`src/hdl/pipc_pkg.sv`:
```
`timescale 1ns / 1ps
`default_nettype none

package pipc_pkg;

   // Default width of the encoder position.
   localparam int POSITION_BITS_DEF = 16;

   // Depth of the queue between the front and back parts.
   localparam int QUEUE_DEPTH = 2;

   // Configuration port widths.
   localparam int CSR_INDEX_BITS = 3;
   localparam int CSR_DATA_BITS  = 16;

   // Register indexes on the configuration port.
   localparam logic [CSR_INDEX_BITS-1:0] CSR_GAIN_P         = 3'd0;
   localparam logic [CSR_INDEX_BITS-1:0] CSR_GAIN_I         = 3'd1;
   localparam logic [CSR_INDEX_BITS-1:0] CSR_SAMPLE_PERIOD  = 3'd2;
   localparam logic [CSR_INDEX_BITS-1:0] CSR_SETPOINT_MAX   = 3'd3;
   localparam logic [CSR_INDEX_BITS-1:0] CSR_OUTPUT_BOUND   = 3'd4;
   localparam logic [CSR_INDEX_BITS-1:0] CSR_INTEGRAL_LIMIT = 3'd5;

   // Register values after reset.
   localparam logic [15:0] GAIN_P_RESET         = 16'd1638;
   localparam logic [15:0] GAIN_I_RESET         = 16'd2048;
   localparam logic [15:0] SAMPLE_PERIOD_RESET  = 16'd655;
   localparam logic [7:0]  SETPOINT_MAX_RESET   = 8'd200;
   localparam logic [15:0] OUTPUT_BOUND_RESET   = 16'd131;
   localparam logic [6:0]  INTEGRAL_LIMIT_RESET = 7'd50;

   // Controller settings as seen by the datapath.
   typedef struct packed {
      logic [15:0] gain_p;
      logic [15:0] gain_i;
      logic [15:0] sample_period;
      logic [7:0]  setpoint_max;
      logic [15:0] output_bound;
      logic [6:0]  integral_limit;
   } cfg_type;

   // Sequencer states of the back part.
   typedef enum logic [3:0] {
      ST_IDLE,
      ST_MUL_DT,
      ST_MUL_P,
      ST_MUL_LO,
      ST_MUL_HI,
      ST_SUM,
      ST_DECIDE,
      ST_MUL_ACC,
      ST_OUT
   } state_type;

endpackage

`default_nettype wire

```
`src/hdl/pipc_front.sv`:
```
`timescale 1ns / 1ps
`default_nettype none

module pipc_front #(
   parameter int POSITION_BITS = pipc_pkg::POSITION_BITS_DEF
) (
   input  wire logic                     req_valid,
   output logic                          req_stall,
   input  wire logic [7:0]               req_setpoint,
   input  wire logic [POSITION_BITS-1:0] req_position,
   input  wire logic [7:0]               setpoint_max,
   input  wire logic                     q_full,
   output logic                          q_push,
   output logic [POSITION_BITS:0]        q_err
);

   localparam int EW = POSITION_BITS + 1;

   logic [7:0] sp_clamped;

   // Hold the sender off while the queue has no room.
   assign req_stall = q_full;
   assign q_push    = req_valid && !q_full;

   // Clamp the setpoint and form the position error.
   assign sp_clamped = (req_setpoint > setpoint_max) ? setpoint_max : req_setpoint;
   assign q_err      = {{(EW-8){1'b0}}, sp_clamped} - {1'b0, req_position};

endmodule

`default_nettype wire

```
`src/hdl/pipc_queue.sv`:
```
`timescale 1ns / 1ps
`default_nettype none

module pipc_queue #(
   parameter int WIDTH = 17,
   parameter int DEPTH = pipc_pkg::QUEUE_DEPTH
) (
   input  wire logic             clock,
   input  wire logic             reset,
   input  wire logic             push,
   input  wire logic [WIDTH-1:0] push_data,
   output logic                  full,
   input  wire logic             pop,
   output logic                  valid,
   output logic [WIDTH-1:0]      pop_data
);

   localparam int PW = (DEPTH > 1) ? $clog2(DEPTH) : 1;
   localparam int CW = $clog2(DEPTH + 1);

   logic [WIDTH-1:0] entry_ff [DEPTH];
   logic [PW-1:0]    wr_ptr_ff, wr_ptr_in;
   logic [PW-1:0]    rd_ptr_ff, rd_ptr_in;
   logic [CW-1:0]    count_ff, count_in;

   assign full     = (count_ff == CW'(DEPTH));
   assign valid    = (count_ff != '0);
   assign pop_data = entry_ff[rd_ptr_ff];

   // Pointer and fill count updates.
   always_comb begin
      wr_ptr_in = wr_ptr_ff;
      rd_ptr_in = rd_ptr_ff;
      count_in  = count_ff;
      if (push) begin
         wr_ptr_in = (wr_ptr_ff == PW'(DEPTH - 1)) ? '0 : wr_ptr_ff + 1'b1;
      end
      if (pop) begin
         rd_ptr_in = (rd_ptr_ff == PW'(DEPTH - 1)) ? '0 : rd_ptr_ff + 1'b1;
      end
      if (push && !pop) begin
         count_in = count_ff + 1'b1;
      end else if (!push && pop) begin
         count_in = count_ff - 1'b1;
      end
   end

   always_ff @(posedge clock) begin
      if (reset) begin
         wr_ptr_ff <= '0;
         rd_ptr_ff <= '0;
         count_ff  <= '0;
      end else begin
         wr_ptr_ff <= wr_ptr_in;
         rd_ptr_ff <= rd_ptr_in;
         count_ff  <= count_in;
      end
   end

   // Entry storage.
   always_ff @(posedge clock) begin
      if (push) begin
         entry_ff[wr_ptr_ff] <= push_data;
      end
   end

endmodule

`default_nettype wire

```
`src/hdl/pipc_back.sv`:
```
`timescale 1ns / 1ps
`default_nettype none

module pipc_back #(
   parameter int POSITION_BITS = pipc_pkg::POSITION_BITS_DEF
) (
   input  wire logic                  clock,
   input  wire logic                  reset,
   input  wire pipc_pkg::cfg_type     cfg,
   input  wire logic                  q_valid,
   input  wire logic [POSITION_BITS:0] q_err,
   output logic                       q_pop,
   output logic                       rsp_valid,
   input  wire logic                  rsp_stall,
   output logic signed [31:0]         rsp_drive,
   output logic                       rsp_integral_taken
);

   // Error, trial integral and control sum widths.
   localparam int EW  = POSITION_BITS + 1;
   localparam int TW  = EW + 17;
   localparam int LOW = 21;
   localparam int MW  = (EW > 24) ? EW : 24;
   localparam int UW  = (EW + 35 > 53) ? EW + 35 : 53;
   localparam int SW  = UW - 20;

   pipc_pkg::state_type state_ff, state_in;

   logic signed [EW-1:0]    err_ff;
   logic signed [EW+15:0]   m_dt_ff;
   logic signed [EW+15:0]   p_ff;
   logic signed [TW-1:0]    trial_ff;
   logic signed [LOW+16:0]  plo_ff;
   logic signed [TW-6:0]    phi_ff;
   logic signed [UW-1:0]    ut_ff;
   logic signed [23:0]      acc_ff, acc_in;
   logic                    take_ff, take_in;
   logic signed [39:0]      pacc_ff;
   logic signed [31:0]      drive_ff, drive_in;
   logic                    taken_out_ff;
   logic                    rsp_valid_ff;

   logic signed [MW-1:0]    mul_a;
   logic [15:0]             mul_b;
   logic signed [MW+16:0]   mul_p;
   logic                    out_load;

   logic signed [UW-1:0]    bound_w;
   logic                    err_neg, err_pos;
   logic signed [TW-1:0]    acc_sel, lim_w;
   logic signed [UW-1:0]    u_w;
   logic signed [SW-1:0]    u_shift;

   // Shared multiplier: signed operand times unsigned 16-bit coefficient.
   assign mul_p = mul_a * $signed({1'b0, mul_b});

   // Next state of the sequencer.
   always_comb begin
      case (state_ff)
         pipc_pkg::ST_IDLE:    state_in = q_valid ? pipc_pkg::ST_MUL_DT : pipc_pkg::ST_IDLE;
         pipc_pkg::ST_MUL_DT:  state_in = pipc_pkg::ST_MUL_P;
         pipc_pkg::ST_MUL_P:   state_in = pipc_pkg::ST_MUL_LO;
         pipc_pkg::ST_MUL_LO:  state_in = pipc_pkg::ST_MUL_HI;
         pipc_pkg::ST_MUL_HI:  state_in = pipc_pkg::ST_SUM;
         pipc_pkg::ST_SUM:     state_in = pipc_pkg::ST_DECIDE;
         pipc_pkg::ST_DECIDE:  state_in = pipc_pkg::ST_MUL_ACC;
         pipc_pkg::ST_MUL_ACC: state_in = pipc_pkg::ST_OUT;
         pipc_pkg::ST_OUT:     state_in = out_load ? pipc_pkg::ST_IDLE : pipc_pkg::ST_OUT;
         default:              state_in = pipc_pkg::ST_IDLE;
      endcase
   end

   // Sequencer outputs: multiplier operands, queue pop and result load.
   always_comb begin
      mul_a    = '0;
      mul_b    = '0;
      q_pop    = 1'b0;
      out_load = 1'b0;
      case (state_ff)
         pipc_pkg::ST_IDLE: begin
            q_pop = q_valid;
         end
         pipc_pkg::ST_MUL_DT: begin
            mul_a = MW'(err_ff);
            mul_b = cfg.sample_period;
         end
         pipc_pkg::ST_MUL_P: begin
            mul_a = MW'(err_ff);
            mul_b = cfg.gain_p;
         end
         pipc_pkg::ST_MUL_LO: begin
            mul_a = MW'($signed({1'b0, trial_ff[LOW-1:0]}));
            mul_b = cfg.gain_i;
         end
         pipc_pkg::ST_MUL_HI: begin
            mul_a = MW'($signed(trial_ff[TW-1:LOW]));
            mul_b = cfg.gain_i;
         end
         pipc_pkg::ST_MUL_ACC: begin
            mul_a = MW'(acc_ff);
            mul_b = cfg.gain_i;
         end
         pipc_pkg::ST_OUT: begin
            out_load = !rsp_valid_ff || !rsp_stall;
         end
         default: begin
            mul_a = '0;
         end
      endcase
   end

   // Anti-windup decision and integral clamp.
   always_comb begin
      bound_w = UW'($signed({1'b0, cfg.output_bound, 28'd0}));
      err_neg = err_ff[EW-1];
      err_pos = !err_ff[EW-1] && (err_ff != '0);
      take_in = ((ut_ff < bound_w) && (ut_ff > -bound_w)) ||
                ((ut_ff >= bound_w) && err_neg) ||
                ((ut_ff <= -bound_w) && err_pos);
      acc_sel = take_in ? trial_ff : TW'(acc_ff);
      lim_w   = TW'($signed({1'b0, cfg.integral_limit, 16'd0}));
      if (acc_sel > lim_w) begin
         acc_in = lim_w[23:0];
      end else if (acc_sel < -lim_w) begin
         acc_in = 24'(-lim_w);
      end else begin
         acc_in = acc_sel[23:0];
      end
   end

   // Final sum, floor scaling to 1/256 units and 32-bit saturation.
   always_comb begin
      u_w     = (UW'(p_ff) <<< 16) + UW'(pacc_ff);
      u_shift = u_w[UW-1:20];
      if (!u_shift[SW-1] && (|u_shift[SW-2:31])) begin
         drive_in = 32'sh7FFF_FFFF;
      end else if (u_shift[SW-1] && !(&u_shift[SW-2:31])) begin
         drive_in = 32'sh8000_0000;
      end else begin
         drive_in = u_shift[31:0];
      end
   end

   // Control registers.
   always_ff @(posedge clock) begin
      if (reset) begin
         state_ff     <= pipc_pkg::ST_IDLE;
         acc_ff       <= '0;
         rsp_valid_ff <= 1'b0;
      end else begin
         state_ff <= state_in;
         if (state_ff == pipc_pkg::ST_DECIDE) begin
            acc_ff <= acc_in;
         end
         if (out_load) begin
            rsp_valid_ff <= 1'b1;
         end else if (!rsp_stall) begin
            rsp_valid_ff <= 1'b0;
         end
      end
   end

   // Datapath registers, each loaded in a set step of the sequencer.
   always_ff @(posedge clock) begin
      case (state_ff)
         pipc_pkg::ST_IDLE: begin
            err_ff <= q_err;
         end
         pipc_pkg::ST_MUL_DT: begin
            m_dt_ff <= mul_p[EW+15:0];
         end
         pipc_pkg::ST_MUL_P: begin
            p_ff     <= mul_p[EW+15:0];
            trial_ff <= TW'(acc_ff) + TW'(m_dt_ff);
         end
         pipc_pkg::ST_MUL_LO: begin
            plo_ff <= mul_p[LOW+16:0];
         end
         pipc_pkg::ST_MUL_HI: begin
            phi_ff <= mul_p[TW-6:0];
         end
         pipc_pkg::ST_SUM: begin
            ut_ff <= (UW'(p_ff) <<< 16) + (UW'(phi_ff) <<< LOW) + UW'(plo_ff);
         end
         pipc_pkg::ST_DECIDE: begin
            take_ff <= take_in;
         end
         pipc_pkg::ST_MUL_ACC: begin
            pacc_ff <= mul_p[39:0];
         end
         pipc_pkg::ST_OUT: begin
            if (out_load) begin
               drive_ff     <= drive_in;
               taken_out_ff <= take_ff;
            end
         end
         default: begin
            err_ff <= err_ff;
         end
      endcase
   end

   assign rsp_valid          = rsp_valid_ff;
   assign rsp_drive          = drive_ff;
   assign rsp_integral_taken = taken_out_ff;

endmodule

`default_nettype wire

```
`src/hdl/pi_position_controller_antiwindup.sv`:
```
`timescale 1ns / 1ps
`default_nettype none

// PI position controller with conditional-integration anti-windup.
// The req channel carries one sample word (setpoint byte and encoder
// position); the rsp channel returns one word per sample with the drive
// value (1/256 units, saturated to 32 bits) and the integral-taken flag.
// The csr channel writes the gains, sample period, setpoint clamp, output
// bound and integral limit; csr_ready is always high.
// The front part clamps the setpoint, forms the error and places it in a
// two-entry queue. The back part runs a nine-step sequencer around one
// shared 24x17 multiplier and works on one sample at a time, taking the
// next one from the queue once the last response has been loaded.
// A stalled response stays in its output register; the back part keeps
// working on the next sample and waits at its last step until the output
// register frees, and req_stall rises once the queue is full.
// Reset returns the settings registers to their default values and clears the
// stored integral; there is no clearing pass.
module pi_position_controller_antiwindup #(
   parameter int POSITION_BITS = pipc_pkg::POSITION_BITS_DEF
) (
   input  wire logic                                 clock,
   input  wire logic                                 reset,
   input  wire logic                                 req_valid,
   output logic                                      req_stall,
   input  wire logic [7:0]                           req_setpoint,
   input  wire logic [POSITION_BITS-1:0]             req_position,
   output logic                                      rsp_valid,
   input  wire logic                                 rsp_stall,
   output logic signed [31:0]                        rsp_drive,
   output logic                                      rsp_integral_taken,
   input  wire logic                                 csr_valid,
   output logic                                      csr_ready,
   input  wire logic [pipc_pkg::CSR_INDEX_BITS-1:0]  csr_index,
   input  wire logic [pipc_pkg::CSR_DATA_BITS-1:0]   csr_data
);

   pipc_pkg::cfg_type        cfg_ff;
   logic                     q_full;
   logic                     q_push;
   logic [POSITION_BITS:0]   q_err_in;
   logic                     q_valid;
   logic                     q_pop;
   logic [POSITION_BITS:0]   q_err_out;

   assign csr_ready = 1'b1;

   // Configuration registers.
   always_ff @(posedge clock) begin
      if (reset) begin
         cfg_ff.gain_p         <= pipc_pkg::GAIN_P_RESET;
         cfg_ff.gain_i         <= pipc_pkg::GAIN_I_RESET;
         cfg_ff.sample_period  <= pipc_pkg::SAMPLE_PERIOD_RESET;
         cfg_ff.setpoint_max   <= pipc_pkg::SETPOINT_MAX_RESET;
         cfg_ff.output_bound   <= pipc_pkg::OUTPUT_BOUND_RESET;
         cfg_ff.integral_limit <= pipc_pkg::INTEGRAL_LIMIT_RESET;
      end else if (csr_valid && csr_ready) begin
         case (csr_index)
            pipc_pkg::CSR_GAIN_P:         cfg_ff.gain_p         <= csr_data;
            pipc_pkg::CSR_GAIN_I:         cfg_ff.gain_i         <= csr_data;
            pipc_pkg::CSR_SAMPLE_PERIOD:  cfg_ff.sample_period  <= csr_data;
            pipc_pkg::CSR_SETPOINT_MAX:   cfg_ff.setpoint_max   <= csr_data[7:0];
            pipc_pkg::CSR_OUTPUT_BOUND:   cfg_ff.output_bound   <= csr_data;
            pipc_pkg::CSR_INTEGRAL_LIMIT: cfg_ff.integral_limit <= csr_data[6:0];
            default: begin
               cfg_ff <= cfg_ff;
            end
         endcase
      end
   end

   // Front part: setpoint clamp and error.
   pipc_front #(
      .POSITION_BITS (POSITION_BITS)
   ) u_front (
      .req_valid    (req_valid),
      .req_stall    (req_stall),
      .req_setpoint (req_setpoint),
      .req_position (req_position),
      .setpoint_max (cfg_ff.setpoint_max),
      .q_full       (q_full),
      .q_push       (q_push),
      .q_err        (q_err_in)
   );

   // Queue between the two parts.
   pipc_queue #(
      .WIDTH (POSITION_BITS + 1),
      .DEPTH (pipc_pkg::QUEUE_DEPTH)
   ) u_queue (
      .clock     (clock),
      .reset     (reset),
      .push      (q_push),
      .push_data (q_err_in),
      .full      (q_full),
      .pop       (q_pop),
      .valid     (q_valid),
      .pop_data  (q_err_out)
   );

   // Back part: integral update and drive computation.
   pipc_back #(
      .POSITION_BITS (POSITION_BITS)
   ) u_back (
      .clock              (clock),
      .reset              (reset),
      .cfg                (cfg_ff),
      .q_valid            (q_valid),
      .q_err              (q_err_out),
      .q_pop              (q_pop),
      .rsp_valid          (rsp_valid),
      .rsp_stall          (rsp_stall),
      .rsp_drive          (rsp_drive),
      .rsp_integral_taken (rsp_integral_taken)
   );

endmodule

`default_nettype wire

```
`config.mk`:
```
export PLATFORM = sky130hd
export DESIGN_NAME = pi_position_controller_antiwindup
export DESIGN_NICKNAME = d
export VERILOG_FILES = /design/src/hdl/pipc_pkg.sv /design/src/hdl/pipc_front.sv /design/src/hdl/pipc_queue.sv /design/src/hdl/pipc_back.sv /design/src/hdl/pi_position_controller_antiwindup.sv
export SDC_FILE = /design/constraint.sdc
export NUM_CORES = 2
export LEC_CHECK = 0
export BUFFER_PORTS_ARGS = -buffer_cell sky130_fd_sc_hd__buf_2
export CORE_ASPECT_RATIO = 0.9
export CORE_UTILIZATION = 25
export CTS_CLUSTER_SIZE = 10
export DETAILED_ROUTE_END_ITERATION = 16
export PLACE_DENSITY = 0.49
export SKIP_CTS_REPAIR_TIMING = 1
export SYNTH_ARGS = -nofsm -noshare
export SYNTH_HDL_FRONTEND = slang
export SYNTH_SLANG_ARGS = --single-unit
```
`constraint.sdc`:
```
create_clock -name clock -period 18.2 [get_ports clock]
set_input_delay 3.64 -clock clock [delete_from_list [all_inputs] [get_ports clock]]
set_output_delay 3.64 -clock clock [all_outputs]
set_load 0.1 [all_outputs]
```
==> flow_metrics.tcl <==
set metrics [dict create \
    run_status "finished clean" \
    cts.sink_count 438 \
    die_width_um 404 \
    critical_path.max_fanout 46 \
    grt_max_degree 74 \
    rsz0062_at_grt "no" \
    post_layout_nonfiller_instances 5678 \
    cp.arrival_ns 10.66 \
    root_buffer "clkbuf_16" \
    cp_data_required_time_ns 18.50 \
    synth.yosys.seq_area_share_pct 33.1 \
    p_sw_mw 3.74 \
    wl_per_cell_um 19.9 \
    io_pins 84 \
    path_class "flip-flop to flip-flop" \
    cts_buffers 53 \
    nets 4434 \
    synthArstFlopShare_pct 0 \
    p_sw_share_pct 50.5 \
    fin_area_mm2 0.0407 \
    numPortBuffers 82 \
    leakagePower_nw 17.0 \
    ys_ff_latch 438 \
    pwr-share-seq_pct 24.1 \
    finalWirelength_mm 113 \
    yosysTopAreaCell "edfxtp_1" \
    clkTransAtPathRegs_ns 0.06 \
    max_freq_mhz 96.5 \
    hpwl_mm 88.9 \
    synth_cell_type_count 81 \
    drt_iter0_drc 2026 \
    avgViaCountPerCell 4.60 \
    drtAntennaViolNets 0 \
    maxCapViolCount 0 \
    htree_levels 2 \
    synth.area.top_cells "edfxtp_1, fa_1, ha_1, dfxtp_1, inv_1" \
    die-area_mm2 0.147 \
    report.final.slew_viol_count 0 \
    yosysWarnings 0 \
    clk_latency_ns 0.63 \
    dr_total_vias 26133 \
    fp-row-count 132 \
    grt.total_usage_pct 15.5 \
    crit_path_start_kind "flip-flop" \
    first_pass_iters 6 \
    grt_remaining_overflow 0 \
    synth_top_area_share_pct 26.9 \
    core_area_mm2 0.144 \
    synth_flop_cell "edfxtp_1" \
    syn_inst 3640 \
    post-place-cells 5581 \
    antennaDiodeCount 0 \
    powerDensity_mw_per_mm2 182 \
    relSlewSlack_pct 3.69 \
    p_int_mw 3.67 \
    period_share_pct 56.9 \
    synth_nets 4380 \
    synth_area_mm2 0.0364 \
    hold_class "flip-flop to flip-flop" \
    placed_area_mm2 0.0391 \
    routabilityCongestion 0.907 \
    hold_violations 0 \
    end_kind "flip-flop" \
    grt_pass1_wl_mm 171 \
    tns_ns 0 \
    final_layout_size_suffix_gt1_share_pct 6.16 \
    die_h_um 364 \
    syn_area_per_cell_um2 9.99 \
    area_delta_synth_final_pct 11.9 \
    antenna_found_initial 2 \
    setup_violations 0 \
    min_period_ns 10.36 \
    grt_pass1_vias 26775 \
    clockPowerShare_pct 13.6 \
    skew_ns 0.0414 \
    vdd_ir_drop_max_v 0.000110 \
    clock_tree.buffer_depth 3 \
    initial_core_util_pct 25.2 \
    cts_tree "done" \
    worst-slew-pin-transition_ns 1.44 \
    fill_cells 15157 \
    final_core_util_pct 28.2 \
    synth_edf_count 326 \
    comb_power_share_pct 62.3 \
    drc 0 \
]
## synthesized netlist by cell type (51+ instances only)
cell	n
nand2_1	526
nand3_1	51
edfxtp_1	326
dfxtp_1	112
nor2_1	285
inv_1	531
nor3_1	52
o21ai_0	84
a21oi_1	189
fa_1	404
ha_1	288
xnor2_1	109
clkbuf_1	98
## cells in the final DEF (no fill, tap or decap), types with 47 or more instances in the layout
cell       synthesis  layout
o21ai_0           84      84
nand2_1          526     526
a21oi_1          189     188
nor3_1            52      47
clkbuf_16          0      55
dfxtp_1          112     112
fa_1             404     404
buf_2              4      84
inv_1            531     531
edfxtp_1         326     326
ha_1             288     288
nor2_1           285     282
xnor2_1          109     108
nand3_1           51      51
## final timing paths
kind / from / depth (start not counted) / to / slack [ns]
min: u_back.plo_ff[2] / 0 / u_back.ut_ff[2] / 0.42
max reg2reg: u_back.state_ff[2] / 25 / u_back.plo_ff[30] / 7.84
max: u_back.state_ff[2] / 25 / u_back.plo_ff[30] / 7.84
min reg2reg: u_back.plo_ff[2] / 0 / u_back.ut_ff[2] / 0.42
## kinds of logic (layout without fill, tap and decap cells)
kind of cell	after synthesis	after routing	synth area share, %
simple gates	1142	1142	13.9
fa+ha+maj	692	692	32.1
buf+inv	648	743	6.76
compound gates	537	537	9.47
flops	438	438	33.1
xor+xnor	142	142	3.42
mux	40	40	1.22
other cells	1	1	0.0103
## through the flow
stage | power, mW | setup WS (ns) | hold WS, ns
floorplan | 4.59 | 8.35 | 0.400
global placement | 6.37 | 8.01 | 0.401
detailed placement | 6.41 | 7.90 | 0.405
CTS | 7.45 | 7.88 | 0.417
global route | 7.96 | 7.17 | 0.419
finish | 7.42 | 7.84 | 0.416
## layout make-up
| cell class | instances | area, um2 | area share (%) |
|---|---|---|---|
| multi-input combinational | 2554 | 22000 | 54.0 |
| sequential | 438 | 12000 | 29.6 |
| tap | 1943 | 2430 | 5.97 |
| inverter | 534 | 2000 | 4.93 |
| clock buffer | 88 | 1530 | 3.76 |
| timing repair buffer | 113 | 638 | 1.57 |
| clock inverter | 8 | 96.3 | 0.237 |
## power groups by stage
stage	sequential (mW)	combinational (mW)	clock (mW)
after floorplan	1.72	2.87	0
after global placement	1.81	4.56	0
after detailed placement	1.81	4.60	0
after CTS	1.79	4.63	1.03
after global routing	1.80	5.10	1.06
final	1.79	4.62	1.01
## critical path: stages (launching register included)
cell,delay (ns)
dfxtp_1,0.52
nand2b_1,0.25
nor2_4,0.47
buf_4,0.56
or3_1,0.68
nand2_1,0.23
nand2_1,0.76
nand2_1,0.17
fa_1,0.56
inv_1,0.05
fa_1,0.38
inv_1,0.09
fa_1,0.39
inv_1,0.08
fa_1,0.44
fa_1,0.53
fa_1,0.49
ha_1,0.44
and3_1,0.24
a221o_1,0.18
a211oi_1,0.09
nor4b_1,0.96
nor2_1,0.15
a211oi_1,0.37
o31ai_1,0.16
o311ai_1,0.73
## per-layer routing
metal	routed length [um]	global-route usage [%]
met1	52600	21.5
met2	50500	24.7
met3	7350	2.91
met4	2680	3.68
met5	0	0
## registers in the layout (all words and copies together), names as in the netlist
signal and cells:
u_queue.wr_ptr_ff 1, u_back.err_ff 17, u_back.rsp_integral_taken 1, u_back.trial_ff 34
u_queue.count_ff 2, u_back.state_ff 4, u_back.m_dt_ff 33, u_back.pacc_ff 24
u_back.take_ff 1, u_back.acc_ff 24, cfg_ff 79, u_back.rsp_valid 1
u_back.phi_ff 29, u_queue.rd_ptr_ff 1, u_queue.entry_ff 34, u_back.rsp_drive 30
u_back.plo_ff 38, u_back.ut_ff 52, u_back.p_ff 33
Power figures use the tool's default switching activity.
